==> src/rtl/string_to_integer_parser_unit_macros.svh <==
// ----------------------------------------------------------------------------
// String to integer parser assertion macros
// Shared property forms for the parser checks, clocked on clk and gated by
// the asynchronous reset.
// ----------------------------------------------------------------------------
`ifndef STRING_TO_INTEGER_PARSER_UNIT_MACROS_SVH
`define STRING_TO_INTEGER_PARSER_UNIT_MACROS_SVH

// same-cycle implication
`define STIP_ASSERT_SAME(lbl, ante, cons, msg) \
	lbl: assert property (@(posedge clk) disable iff (!arst_n) (ante) |-> (cons)) \
		else $error(msg);

// next-cycle implication
`define STIP_ASSERT_NEXT(lbl, ante, cons, msg) \
	lbl: assert property (@(posedge clk) disable iff (!arst_n) (ante) |=> (cons)) \
		else $error(msg);

`endif

==> src/rtl/stip_pkg.sv <==
// ----------------------------------------------------------------------------
// String to integer parser package
// Character codes, base codes, value limits, the result word type and the
// character classification functions shared by the parser files.
// ----------------------------------------------------------------------------
`default_nettype none

package stip_pkg;

	// character codes
	localparam logic [7:0] CH_TAB   = 8'h09;
	localparam logic [7:0] CH_CR    = 8'h0d;
	localparam logic [7:0] CH_SPACE = 8'h20;
	localparam logic [7:0] CH_PLUS  = 8'h2b;
	localparam logic [7:0] CH_MINUS = 8'h2d;
	localparam logic [7:0] CH_ZERO  = 8'h30;
	localparam logic [7:0] CH_NINE  = 8'h39;
	localparam logic [7:0] CH_UP_A  = 8'h41;
	localparam logic [7:0] CH_UP_X  = 8'h58;
	localparam logic [7:0] CH_UP_Z  = 8'h5a;
	localparam logic [7:0] CH_LO_A  = 8'h61;
	localparam logic [7:0] CH_LO_X  = 8'h78;
	localparam logic [7:0] CH_LO_Z  = 8'h7a;

	// digit value of a character that is no digit at all
	localparam logic [6:0] DIGIT_NONE = 7'd99;
	localparam logic [6:0] DIGIT_HEX_LIMIT = 7'd16;

	// base codes
	localparam logic [5:0] BASE_AUTO = 6'd0;
	localparam logic [5:0] BASE_MIN  = 6'd2;
	localparam logic [5:0] BASE_OCT  = 6'd8;
	localparam logic [5:0] BASE_DEC  = 6'd10;
	localparam logic [5:0] BASE_HEX  = 6'd16;
	localparam logic [5:0] BASE_MAX  = 6'd36;
	localparam logic [5:0] BASE_BAD  = 6'd1;

	// saturation limits
	localparam logic [63:0] VAL_MAX = 64'h7fff_ffff_ffff_ffff;
	localparam logic [63:0] VAL_MIN = 64'h8000_0000_0000_0000;

	// result word
	typedef struct packed {
		logic signed [63:0] value;
		logic [15:0]        end_offset;
		logic               digits_found;
		logic               overflowed;
	} stip_res_t;

	// control from the handshake side to the parser
	typedef struct packed {
		logic step;   // process the character held in the input stage
		logic start;  // that character opens a new string
		logic drain;  // the result word leaves this cycle
	} stip_ctl_t;

	function automatic logic [6:0] digit_of(input logic [7:0] c);
		logic [6:0] d;
		d = DIGIT_NONE;
		if (c >= CH_ZERO && c <= CH_NINE) begin
			d = 7'(c - CH_ZERO);
		end else if (c >= CH_LO_A && c <= CH_LO_Z) begin
			d = 7'(c - CH_LO_A) + 7'd10;
		end else if (c >= CH_UP_A && c <= CH_UP_Z) begin
			d = 7'(c - CH_UP_A) + 7'd10;
		end
		return d;
	endfunction

	function automatic logic is_space(input logic [7:0] c);
		return (c == CH_SPACE) || (c >= CH_TAB && c <= CH_CR);
	endfunction

endpackage

`default_nettype wire

==> src/rtl/stip_parser.sv <==
// ----------------------------------------------------------------------------
// String to integer parser core
// Parse state machine with the magnitude accumulator and the result word
// register; takes one character per step.
// ----------------------------------------------------------------------------
`default_nettype none

module stip_parser #(
	parameter longint unsigned MAX_OFFSET = 65535
) (
	input  wire logic               clk,
	input  wire logic               arst_n,
	input  wire stip_pkg::stip_ctl_t ctl,
	input  wire logic [7:0]         ch,
	input  wire logic [5:0]         base,
	output logic                    res_valid,
	output stip_pkg::stip_res_t     res
);

	localparam int OFF_W     = $clog2(MAX_OFFSET + 1);
	localparam int OFF_EXT_W = (OFF_W > 16) ? OFF_W : 16;
	localparam logic [OFF_W-1:0] OFF_LIMIT = MAX_OFFSET[OFF_W-1:0];

	typedef enum logic [2:0] {
		PH_IDLE,
		PH_SPACE,
		PH_SIGNED,
		PH_ZERO,
		PH_HEXPFX,
		PH_DIGITS
	} phase_t;

	phase_t           phase_q, ph_n;
	logic             neg_q, neg_n;
	logic [62:0]      acc_q, acc_n;
	logic             ovf_q, ovf_n;
	logic             have_q, have_n;
	logic [OFF_W-1:0] off_q, off_n;
	logic [5:0]       abase_q, abase_n;

	logic             emit;
	logic             emit_digits;
	logic [OFF_W-1:0] emit_off;
	logic             adv;
	logic             do_start;
	logic             do_take;
	logic [6:0]       dig;
	logic [69:0]      prod;
	logic [63:0]      mag;
	logic [63:0]      val_n;
	logic [OFF_EXT_W-1:0] off_ext;

	assign dig = stip_pkg::digit_of(ch);

	// next state for one character
	always_comb begin
		ph_n        = phase_q;
		neg_n       = neg_q;
		acc_n       = acc_q;
		ovf_n       = ovf_q;
		have_n      = have_q;
		off_n       = off_q;
		abase_n     = abase_q;
		emit        = 1'b0;
		emit_digits = 1'b0;
		emit_off    = off_q;
		adv         = 1'b0;
		do_start    = 1'b0;
		do_take     = 1'b0;
		prod        = '0;

		// a start character clears the parse and latches the base; a bad base code ends the parse with an empty result
		if (ctl.start) begin
			neg_n  = 1'b0;
			acc_n  = '0;
			ovf_n  = 1'b0;
			have_n = 1'b0;
			off_n  = '0;
			if (base == stip_pkg::BASE_BAD || base > stip_pkg::BASE_MAX) begin
				abase_n = stip_pkg::BASE_DEC;
				ph_n    = PH_IDLE;
				emit    = 1'b1;
			end else begin
				abase_n = base;
				ph_n    = PH_SPACE;
			end
		end

		if (!emit) begin
			case (ph_n)
				PH_IDLE: begin
				end
				PH_SPACE: begin
					if (stip_pkg::is_space(ch)) begin
						adv = 1'b1;
					end else if (ch == stip_pkg::CH_MINUS || ch == stip_pkg::CH_PLUS) begin
						neg_n = (ch == stip_pkg::CH_MINUS);
						ph_n  = PH_SIGNED;
						adv   = 1'b1;
					end else begin
						do_start = 1'b1;
					end
				end
				PH_SIGNED: begin
					do_start = 1'b1;
				end
				PH_ZERO: begin
					if (ch == stip_pkg::CH_LO_X || ch == stip_pkg::CH_UP_X) begin
						abase_n = stip_pkg::BASE_HEX;
						ph_n    = PH_HEXPFX;
						adv     = 1'b1;
					end else begin
						have_n = 1'b1;
						if (abase_n == stip_pkg::BASE_AUTO) begin
							abase_n = stip_pkg::BASE_OCT;
						end
						ph_n    = PH_DIGITS;
						do_take = 1'b1;
					end
				end
				PH_HEXPFX: begin
					if (dig < stip_pkg::DIGIT_HEX_LIMIT) begin
						ph_n    = PH_DIGITS;
						do_take = 1'b1;
					end else begin
						// bare prefix: the lone zero is the number
						have_n      = 1'b1;
						acc_n       = '0;
						emit        = 1'b1;
						emit_digits = 1'b1;
						emit_off    = (off_n != '0) ? off_n - 1'b1 : '0;
					end
				end
				PH_DIGITS: begin
					do_take = 1'b1;
				end
				default: begin
					ph_n = PH_IDLE;
				end
			endcase
		end

		// first character of the number body
		if (do_start) begin
			if (ch == stip_pkg::CH_ZERO &&
			    (abase_n == stip_pkg::BASE_AUTO || abase_n == stip_pkg::BASE_HEX)) begin
				ph_n = PH_ZERO;
				adv  = 1'b1;
			end else begin
				if (abase_n == stip_pkg::BASE_AUTO) begin
					abase_n = stip_pkg::BASE_DEC;
				end
				ph_n    = PH_DIGITS;
				do_take = 1'b1;
			end
		end

		// digit accumulate with saturation test acc*base+d > max
		if (do_take) begin
			if (abase_n < stip_pkg::BASE_MIN || dig >= {1'b0, abase_n}) begin
				emit        = 1'b1;
				emit_digits = have_n;
				emit_off    = off_n;
			end else begin
				have_n = 1'b1;
				prod   = 70'(acc_n) * 70'(abase_n) + 70'(dig);
				if (!ovf_n && (prod[69:63] != '0)) begin
					ovf_n = 1'b1;
				end
				if (!ovf_n) begin
					acc_n = prod[62:0];
				end
				adv = 1'b1;
			end
		end

		// saturating character counter
		if (adv && off_n < OFF_LIMIT) begin
			off_n = off_n + 1'b1;
		end

		if (emit) begin
			ph_n = PH_IDLE;
		end
	end

	// result value from the final state
	assign mag     = {1'b0, acc_n};
	assign off_ext = OFF_EXT_W'(emit_off);
	always_comb begin
		val_n = '0;
		if (emit_digits) begin
			if (ovf_n) begin
				val_n = neg_n ? stip_pkg::VAL_MIN : stip_pkg::VAL_MAX;
			end else begin
				val_n = neg_n ? (64'd0 - mag) : mag;
			end
		end
	end

	// parse state and result word
	always_ff @(posedge clk or negedge arst_n) begin
		if (!arst_n) begin
			phase_q   <= PH_IDLE;
			neg_q     <= 1'b0;
			acc_q     <= '0;
			ovf_q     <= 1'b0;
			have_q    <= 1'b0;
			off_q     <= '0;
			abase_q   <= stip_pkg::BASE_DEC;
			res_valid <= 1'b0;
			res       <= '0;
		end else begin
			if (ctl.step) begin
				phase_q <= ph_n;
				neg_q   <= neg_n;
				acc_q   <= acc_n;
				ovf_q   <= ovf_n;
				have_q  <= have_n;
				off_q   <= off_n;
				abase_q <= abase_n;
			end
			if (ctl.step && emit) begin
				res_valid        <= 1'b1;
				res.value        <= val_n;
				res.end_offset   <= emit_digits ? off_ext[15:0] : 16'd0;
				res.digits_found <= emit_digits;
				res.overflowed   <= emit_digits && ovf_n;
			end else if (ctl.drain) begin
				res_valid <= 1'b0;
			end
		end
	end

endmodule

`default_nettype wire

==> src/rtl/string_to_integer_parser_unit.sv <==
// ----------------------------------------------------------------------------
// String to integer parser unit
// Parses a character stream as signed 64-bit integers, strtol style. One
// character is taken per clock cycle while no result word is stalled:
// each character is registered, then goes through one 63x6-bit multiply-add
// and overflow compare into the parse state, and that accumulator loop sets the rate.
// The character that ends the parse is registered, and the result word is then
// registered in an output register, where it waits. While that word is stalled, one more
// character is taken into the input register, and then the input stalls
// until the word leaves. Configure the base only while the unit is idle;
// it is sampled at each start character.
// ----------------------------------------------------------------------------
`default_nettype none

`include "string_to_integer_parser_unit_macros.svh"

module string_to_integer_parser_unit #(
	parameter longint unsigned MAX_OFFSET = 65535
) (
	input  wire logic              clk,
	input  wire logic              arst_n,
	// configuration
	input  wire logic              cfg_valid,
	output logic                   cfg_ready,
	input  wire logic [5:0]        base_setting,
	// character input
	input  wire logic              in_valid,
	output logic                   in_stall,
	input  wire logic [7:0]        ch,
	input  wire logic              start_req,
	// result output
	output logic                   out_valid,
	input  wire logic              out_stall,
	output logic signed [63:0]     value,
	output logic [15:0]            end_offset,
	output logic                   digits_found,
	output logic                   overflowed
);

	logic                valid_s1;
	logic [7:0]          ch_s1;
	logic                start_s1;
	logic [5:0]          base_q;
	logic                advance;
	stip_pkg::stip_ctl_t ctl;
	stip_pkg::stip_res_t res;
	logic                res_valid;

	// base register
	assign cfg_ready = 1'b1;
	always_ff @(posedge clk or negedge arst_n) begin
		if (!arst_n) begin
			base_q <= stip_pkg::BASE_DEC;
		end else if (cfg_valid && cfg_ready) begin
			base_q <= base_setting;
		end
	end

	// input stage moves on unless a waiting result blocks the output
	assign advance  = valid_s1 && (!res_valid || !out_stall);
	assign in_stall = valid_s1 && !advance;

	always_ff @(posedge clk or negedge arst_n) begin
		if (!arst_n) begin
			valid_s1 <= 1'b0;
		end else if (in_valid && !in_stall) begin
			valid_s1 <= 1'b1;
		end else if (advance) begin
			valid_s1 <= 1'b0;
		end
	end

	always_ff @(posedge clk) begin
		if (in_valid && !in_stall) begin
			ch_s1    <= ch;
			start_s1 <= start_req;
		end
	end

	// parse core
	assign ctl.step  = advance;
	assign ctl.start = start_s1;
	assign ctl.drain = res_valid && !out_stall;

	stip_parser #(
		.MAX_OFFSET(MAX_OFFSET)
	) u_parser (
		.clk      (clk),
		.arst_n   (arst_n),
		.ctl      (ctl),
		.ch       (ch_s1),
		.base     (base_q),
		.res_valid(res_valid),
		.res      (res)
	);

	// output word
	assign out_valid    = res_valid;
	assign value        = res.value;
	assign end_offset   = res.end_offset;
	assign digits_found = res.digits_found;
	assign overflowed   = res.overflowed;

	// checks
	`STIP_ASSERT_SAME(a_no_digit_zero, out_valid && !digits_found, value == 64'sd0 && end_offset == 16'd0 && !overflowed, "result without digits is not all zero")
	`STIP_ASSERT_SAME(a_ovf_saturates, out_valid && overflowed, value == stip_pkg::VAL_MAX || value == stip_pkg::VAL_MIN, "overflowed result is not saturated")
	`STIP_ASSERT_SAME(a_stall_cause, in_stall, out_valid && out_stall && valid_s1, "input stalled without a blocked result")
	`STIP_ASSERT_NEXT(a_drain_clears, out_valid && !out_stall && !valid_s1, !out_valid, "result word repeated after delivery")

endmodule

`default_nettype wire
==> config.mk <==
export PLATFORM = sky130hd
export DESIGN_NAME = string_to_integer_parser_unit
export DESIGN_NICKNAME = d
export VERILOG_FILES = /design/src/rtl/stip_pkg.sv /design/src/rtl/stip_parser.sv /design/src/rtl/string_to_integer_parser_unit.sv
export VERILOG_INCLUDE_DIRS = /design/src /design/src/rtl
export SDC_FILE = /design/constraint.sdc
export NUM_CORES = 2
export LEC_CHECK = 0
export BUFFER_PORTS_ARGS = -buffer_cell sky130_fd_sc_hd__buf_2
export CORE_AREA = 5 5 228 275
export DETAILED_ROUTE_END_ITERATION = 8
export DIE_AREA = 0 0 233 280
export HOLD_SLACK_MARGIN = 0.15
export SLEW_MARGIN = 20
export SYNTH_ARGS = -nofsm -noshare
export SYNTH_HDL_FRONTEND = slang
export SYNTH_SLANG_ARGS = --single-unit
export TNS_END_PERCENT = 20
==> constraint.sdc <==
create_clock -name clk -period 10.9 [get_ports clk]
set_clock_uncertainty 0.05 [all_clocks]
set_input_delay 1.635 -clock clk [delete_from_list [all_inputs] [get_ports clk]]
set_output_delay 1.635 -clock clk [all_outputs]
set_load 0.01 [all_outputs]
* Yosys cells after proc, flatten, opt, wreduce, memory -nomap -nowiden
Index checks and enable logic that the tools add are counted.
Cells by class: eq/ne operators 13, $add $sub $neg 9, magnitude comparators 13, reductions and logical operators 33, multiplexer cells 94, multiply operators 1
Operators by type and width (count):
- 63-bit two-way mux | 7
- 64-bit two-way mux | 4
- 16-bit two-way mux | 9
- 69-bit by 7-bit adder with 70-bit output | 1
- 63-bit by 6-bit multiplier with 69-bit output | 1
- 1-bit by 63-bit subtractor with 64-bit output (first input constant) | 1
- 6-bit two-way mux | 9
- 1-bit two-way mux | 49
- 8-bit by 6-bit equality test with 1-bit output (second input constant) | 4
- 3-bit two-way mux | 8
- 7-bit two-way mux | 3
- 16-bit by 1-bit adder with 16-bit output (second input constant) | 1
- 8-bit by 7-bit equality test with 1-bit output (second input constant) | 2
- 8-bit by 7-bit >= comparator with 1-bit output (second input constant) | 2
- 8-bit by 7-bit less-or-equal comparator with 1-bit output (second input constant) | 2
- 16-bit less-than comparator (second input constant) | 1
- 16-bit nonzero test | 1
- 16-bit by 1-bit subtractor with 16-bit output (second input constant) | 1
- 7-bit by 4-bit adder with 7-bit output (second input constant) | 2
- 7-bit subtractor (second input constant) | 2
- 1-bit logical AND | 13
- 6-bit zero test | 2
- 3-bit case mux with 4 select lines | 1
- 8-bit by 4-bit >= comparator with 1-bit output (second input constant) | 1
- other kinds (21) | 36
Storage, ports and cells: register bits after elaboration 190

* Longest topological paths before layout
depth after elaboration 28, depth in mapped cells 52

* Modules after synthesis
A second synthesis with hierarchy kept.
Second synthesis, totals: cell total of the unflattened synthesis 3195, area, all modules 26620.5 um^2
By module, submodules not included:
- stip_parser | times used 1, seq. area each 4356.7 um^2, cells an instance 3164, area an instance 26025.0 um^2
- string_to_integer_parser_unit | times used 1, seq. area each 447.9 um^2, cells an instance 31, area an instance 595.6 um^2

* Worst setup path after synthesis
No wires, ideal clock.
path kind register to register, start register ch_s1[1], end register u_parser.res[72] (netlist name), cell stages (with the launch flop) 50, data arrival time 11.727 ns, library setup time 0.126 ns, slack -1.003 ns, path buffers 14, clock period less this slack 11.903 ns, required time 10.724 ns, path through edfxtp_1 -> inv_1 -> ha_1 -> or4b_4 -> a211o_1 -> a32oi_4 -> a21oi_2 -> o41ai_4 -> or2_2 -> clkbuf_1 -> and2_1 -> clkbuf_1 -> buf_2 -> buf_1 -> buf_1 -> clkbuf_1 -> clkbuf_1 -> and3_1 -> [14 not listed] -> a311oi_1 -> nand4b_4 -> buf_6 -> buf_6 -> buf_6 -> buf_2 -> buf_2 -> a31oi_1 -> ha_1 -> buf_1 -> and4_1 -> buf_1 -> nand4_1 -> mux2_2 -> nor2_1 -> a31oi_1 -> xnor2_1 -> a221o_1
Between the ends: word-level cells in the longest chain between the ends 24, elaborated cells between the ends (all ways) 90
Ends and longest elaborated chain:
- start: declaration | line string_to_integer_parser_unit.sv:41 | logic [7:0] ch_s1;
- start signal: assignment | line string_to_integer_parser_unit.sv:75 | ch_s1 <= ch;
- parallel branches: the longest is 24 deep, another holds 69-bit by 7-bit adder with 70-bit output
Several ways; the timed one is not identified. The select of a mux whose other input is x is not followed. A chain may end at the register's enable or synchronous reset.

* Worst setup path after layout
start register ch_s1[0], end register u_parser.res[32] (netlist name)
Between the ends: word-level cells in the longest chain between the ends 24, elaborated cells between the ends (all ways) 90
Ends and longest elaborated chain:
- parallel branches: the longest is 24 deep, another holds 69-bit by 7-bit adder with 70-bit output
Several ways; the timed one is not identified. The select of a mux whose other input is x is not followed.

==> flow_summary.yaml <==
power:
  p_leak_nw: 14.3
  power_frac_seq: 0.351
  ir_drop_mv: 0.133
  power.total_mw: 2.27
  swShare: 0.428
  intPower_mw: 1.30
  p_switching_mw: 0.970
  pwr-share-comb: 0.379
  power_density_nw_per_um2: 78.2
  p_clk_frac: 0.270
clocking:
  clkTransAtPathRegs_ns: 0.08
  numCtsBuffers: 17
  cts_tree: "yes"
  cts-root-buf: "clkbuf_16"
  clockBufferDepth: 2
  cts_sinks: 190
  htreeDepth: 4
  insertion_delay_ns: 0.46
worst_setup_path:
  critPathKind: "reg2reg"
  critPathArrivalTime_ns: 10.77
  worst_path_max_delay_cell: "nor4_1"
  crit_path_end: "u_parser.res[32]"
  worstReg2RegEnd: "u_parser.res[32]"
  crit_start: "ch_s1[0]"
  startpoint_type: "register"
  r2r-start: "ch_s1[0]"
  cp-end-kind: "register"
  crit_required_ns: 11.20
  critPathMaxFanout: 19
  reg2reg_slack_ns: 0.43
  r2r_cells: 35
  max_stage_delay_ns: 0.64
floorplanning:
  core_um2: 60000
  top_level_ports: 105
  dieArea_um2: 65200
  fp.dieH_um: 280
  die_x_um: 233
  std_cell_rows: 99
  initial_utilization: 0.443
timing:
  slew_viol_final: 0
  slew_headroom: 0.319
  fin_crit_sh: 0.961
  setup_viol: 0
  setup_tns_ns: 0
  max_freq_mhz: 95.5
  rsz0062_at_grt: "false"
  hold_viol: 0
  tightest_slew_ns: 1.02
  min_period_ns: 10.47
yosys:
  yosysMostFrequentCell: "nand2_1"
  synthXorXnorAreaFrac: 0.0247
  synth-seq-area-share: 0.181
  synthCells: 3176
  syn_area_per_cell_um2: 8.36
  synthArstFlopShare: 0.953
  synth_area_leader_cell: "fa_1"
  ys.flop_type: "dfrtp_1"
  synth_compound_area_frac: 0.202
  muxShareOfSynthArea: 0.0254
  synth_edf_count: 9
  synth_top_area_share: 0.188
  synthAdderAreaFrac: 0.265
  synth_area_leaders: "fa_1 (19%), dfrtp_1 (17%), ha_1 (7.8%)"
  synthSimpleGateAreaFrac: 0.253
  ys.warnings.count: 0
  ys_seq_elements: 190
  syn_area_um2: 26600
  synth_nets: 3610
  synth.distinct_cells: 96
  synth_top_family_by_area: "adder cells"
  yosys-top-cells-count: "nand2_1 (355), and2_1 (316), fa_1 (249)"
global_route:
  grt_pass1_vias: 25200
  grt_max_degree: 151
  grt_antenna_before_repair: 3
  grt_overflow: 0
  grt_pass1_wl_um: 148000
  grt_usage: 0.288
place:
  io_buffers: 103
  hpwl_um: 75000
  dp.cells: 4000
  gp_congestion: 1.01
route:
  wire_per_inst_um: 23.6
  antenna_left: 0
  wirelength_um: 95200
  vias_per_cell: 6.18
  drc: 0
  dr_total_vias: 24900
  firstDrtPassIters: 7
  drt-initial-drc-count: 2104
layout:
  drive_gt1_frac: 0.117
  area_growth_pct: 9.35
  layout.cells.non_filler: 4038
  final_nets: 3650
run_status:
  status: "finished clean"
run:
  maxCapViolations: 0
worst_hold_path:
  hold_path.class: "reg2reg"
[how the worst min path moves through the flow]
| stage | start | endpoint | slack [ns] | cells after the start |
|---|---|---|---|---|
| floorplan | u_parser.neg_q | u_parser.neg_q | 0.40 | 2 |
| global placement | u_parser.res[74] | u_parser.res[74] | 0.40 | 2 |
| detailed placement | u_parser.res[74] | u_parser.res[74] | 0.41 | 2 |
| CTS | u_parser.res[74] | u_parser.res[74] | 0.43 | 2 |
| global route | u_parser.res[16] | u_parser.res[16] | 0.45 | 2 |
| finish | u_parser.res[64] | u_parser.res[64] | 0.42 | 2 |
[registers in the layout, indices dropped and copies added, names as in the netlist]
signal / flops
u_parser.neg_q: 1
valid_s1: 1
base_q: 6
start_s1: 1
ch_s1: 8
u_parser.off_q: 16
u_parser.res_valid: 1
u_parser.have_q: 1
u_parser.abase_q: 6
u_parser.res: 82
u_parser.ovf_q: 1
u_parser.acc_q: 63
u_parser.phase_q: 3
[power by group through the flow]
stage / logic [mW] / clock network, mW / registers, mW
after floorplan: 0.523 / 0 / 0.790
after global placement: 0.830 / 0 / 0.805
after detailed placement: 0.839 / 0 / 0.806
after CTS: 0.842 / 0.627 / 0.793
after global routing: 0.921 / 0.655 / 0.800
final: 0.860 / 0.614 / 0.796
[final cells by class]
type | count | area, µm²
Fill cell | 5936 | 30900
Timing Repair Buffer | 238 | 1590
Clock buffer | 17 | 425
Multi-Input combinational cell | 2665 | 20700
Antenna cell | 2 | 5.00
Clock inverter | 14 | 130
Tap cell | 808 | 1010
Inverter | 104 | 390
Sequential cell | 190 | 4800
[placed cells by master (no fill, tap or decap), drive strengths merged, types with 10 or more instances in the layout]
cell / instances
a211oi: 23
a21o: 43
a21oi: 201
a221o: 20
a22o: 22
a22oi: 11
a31oi: 74
and2: 317
and3: 82
and4: 14
buf: 237
clkbuf: 18
dfrtp: 177
fa: 249
ha: 165
inv: 110
mux2: 23
mux2i: 40
nand2: 355
nand2b: 25
nand3: 62
nand4: 34
nor2: 183
nor2b: 28
nor3: 57
nor4: 24
o211ai: 35
o21a: 18
o21ai: 232
o21bai: 16
o221ai: 11
o311ai: 10
o31ai: 21
or2: 20
or3: 32
or4: 15
xnor2: 38
xor2: 37
[metrics by stage]
| stage | hold slack [ns] | instance area (µm²) | worst slack (ns) | util |
|---|---|---|---|---|
| finish | 0.425 | 29000 | 0.430 | 0.484 |
| global route | 0.450 | 29000 | 0.0116 | 0.484 |
| CTS | 0.426 | 28900 | 0.135 | 0.483 |
| detailed placement | 0.407 | 28400 | 0.164 | 0.473 |
| global placement | 0.401 | 28400 | 0.301 | 0.473 |
| floorplan | 0.400 | 26600 | 0.0121 | - |
[critical path: cells and delay by family, from the launching register on]
family	cells	cell delay, ns
simple gates	9	2.66
fa+ha+maj	7	2.73
xor+xnor	1	0.17
compound gates	12	3.18
buf+inv	5	0.79
mux	1	0.28
flops	1	0.49
[routing by layer]
metal	track usage	up-vias	part of all wire
met3	0.0388	196	0.069
met4	0.102	0	0.039
met5	0	-	0
li1	-	11300	-
met1	0.383	12400	0.42
met2	0.484	1033	0.48
[kinds of logic (layout without fill, tap and decap cells)]
logic type / count (synthesis) / in the layout
compound gates: 828 / 828
xor+xnor: 75 / 75
fa+ha+maj: 414 / 414
buf+inv: 321 / 373
flops: 190 / 190
mux: 63 / 63
other cells: 1 / 3
simple gates: 1284 / 1284
[timing repair]
| item | CTS | global route |
|---|---|---|
| buffers inserted | 0 | 5 |
| resized for setup | 0 | 15 |
| hold buffers | 0 | 0 |
| endpoints found under the setup margin | 0 | 30 |
No activity file was read; power rests on OpenSTA's default activity.
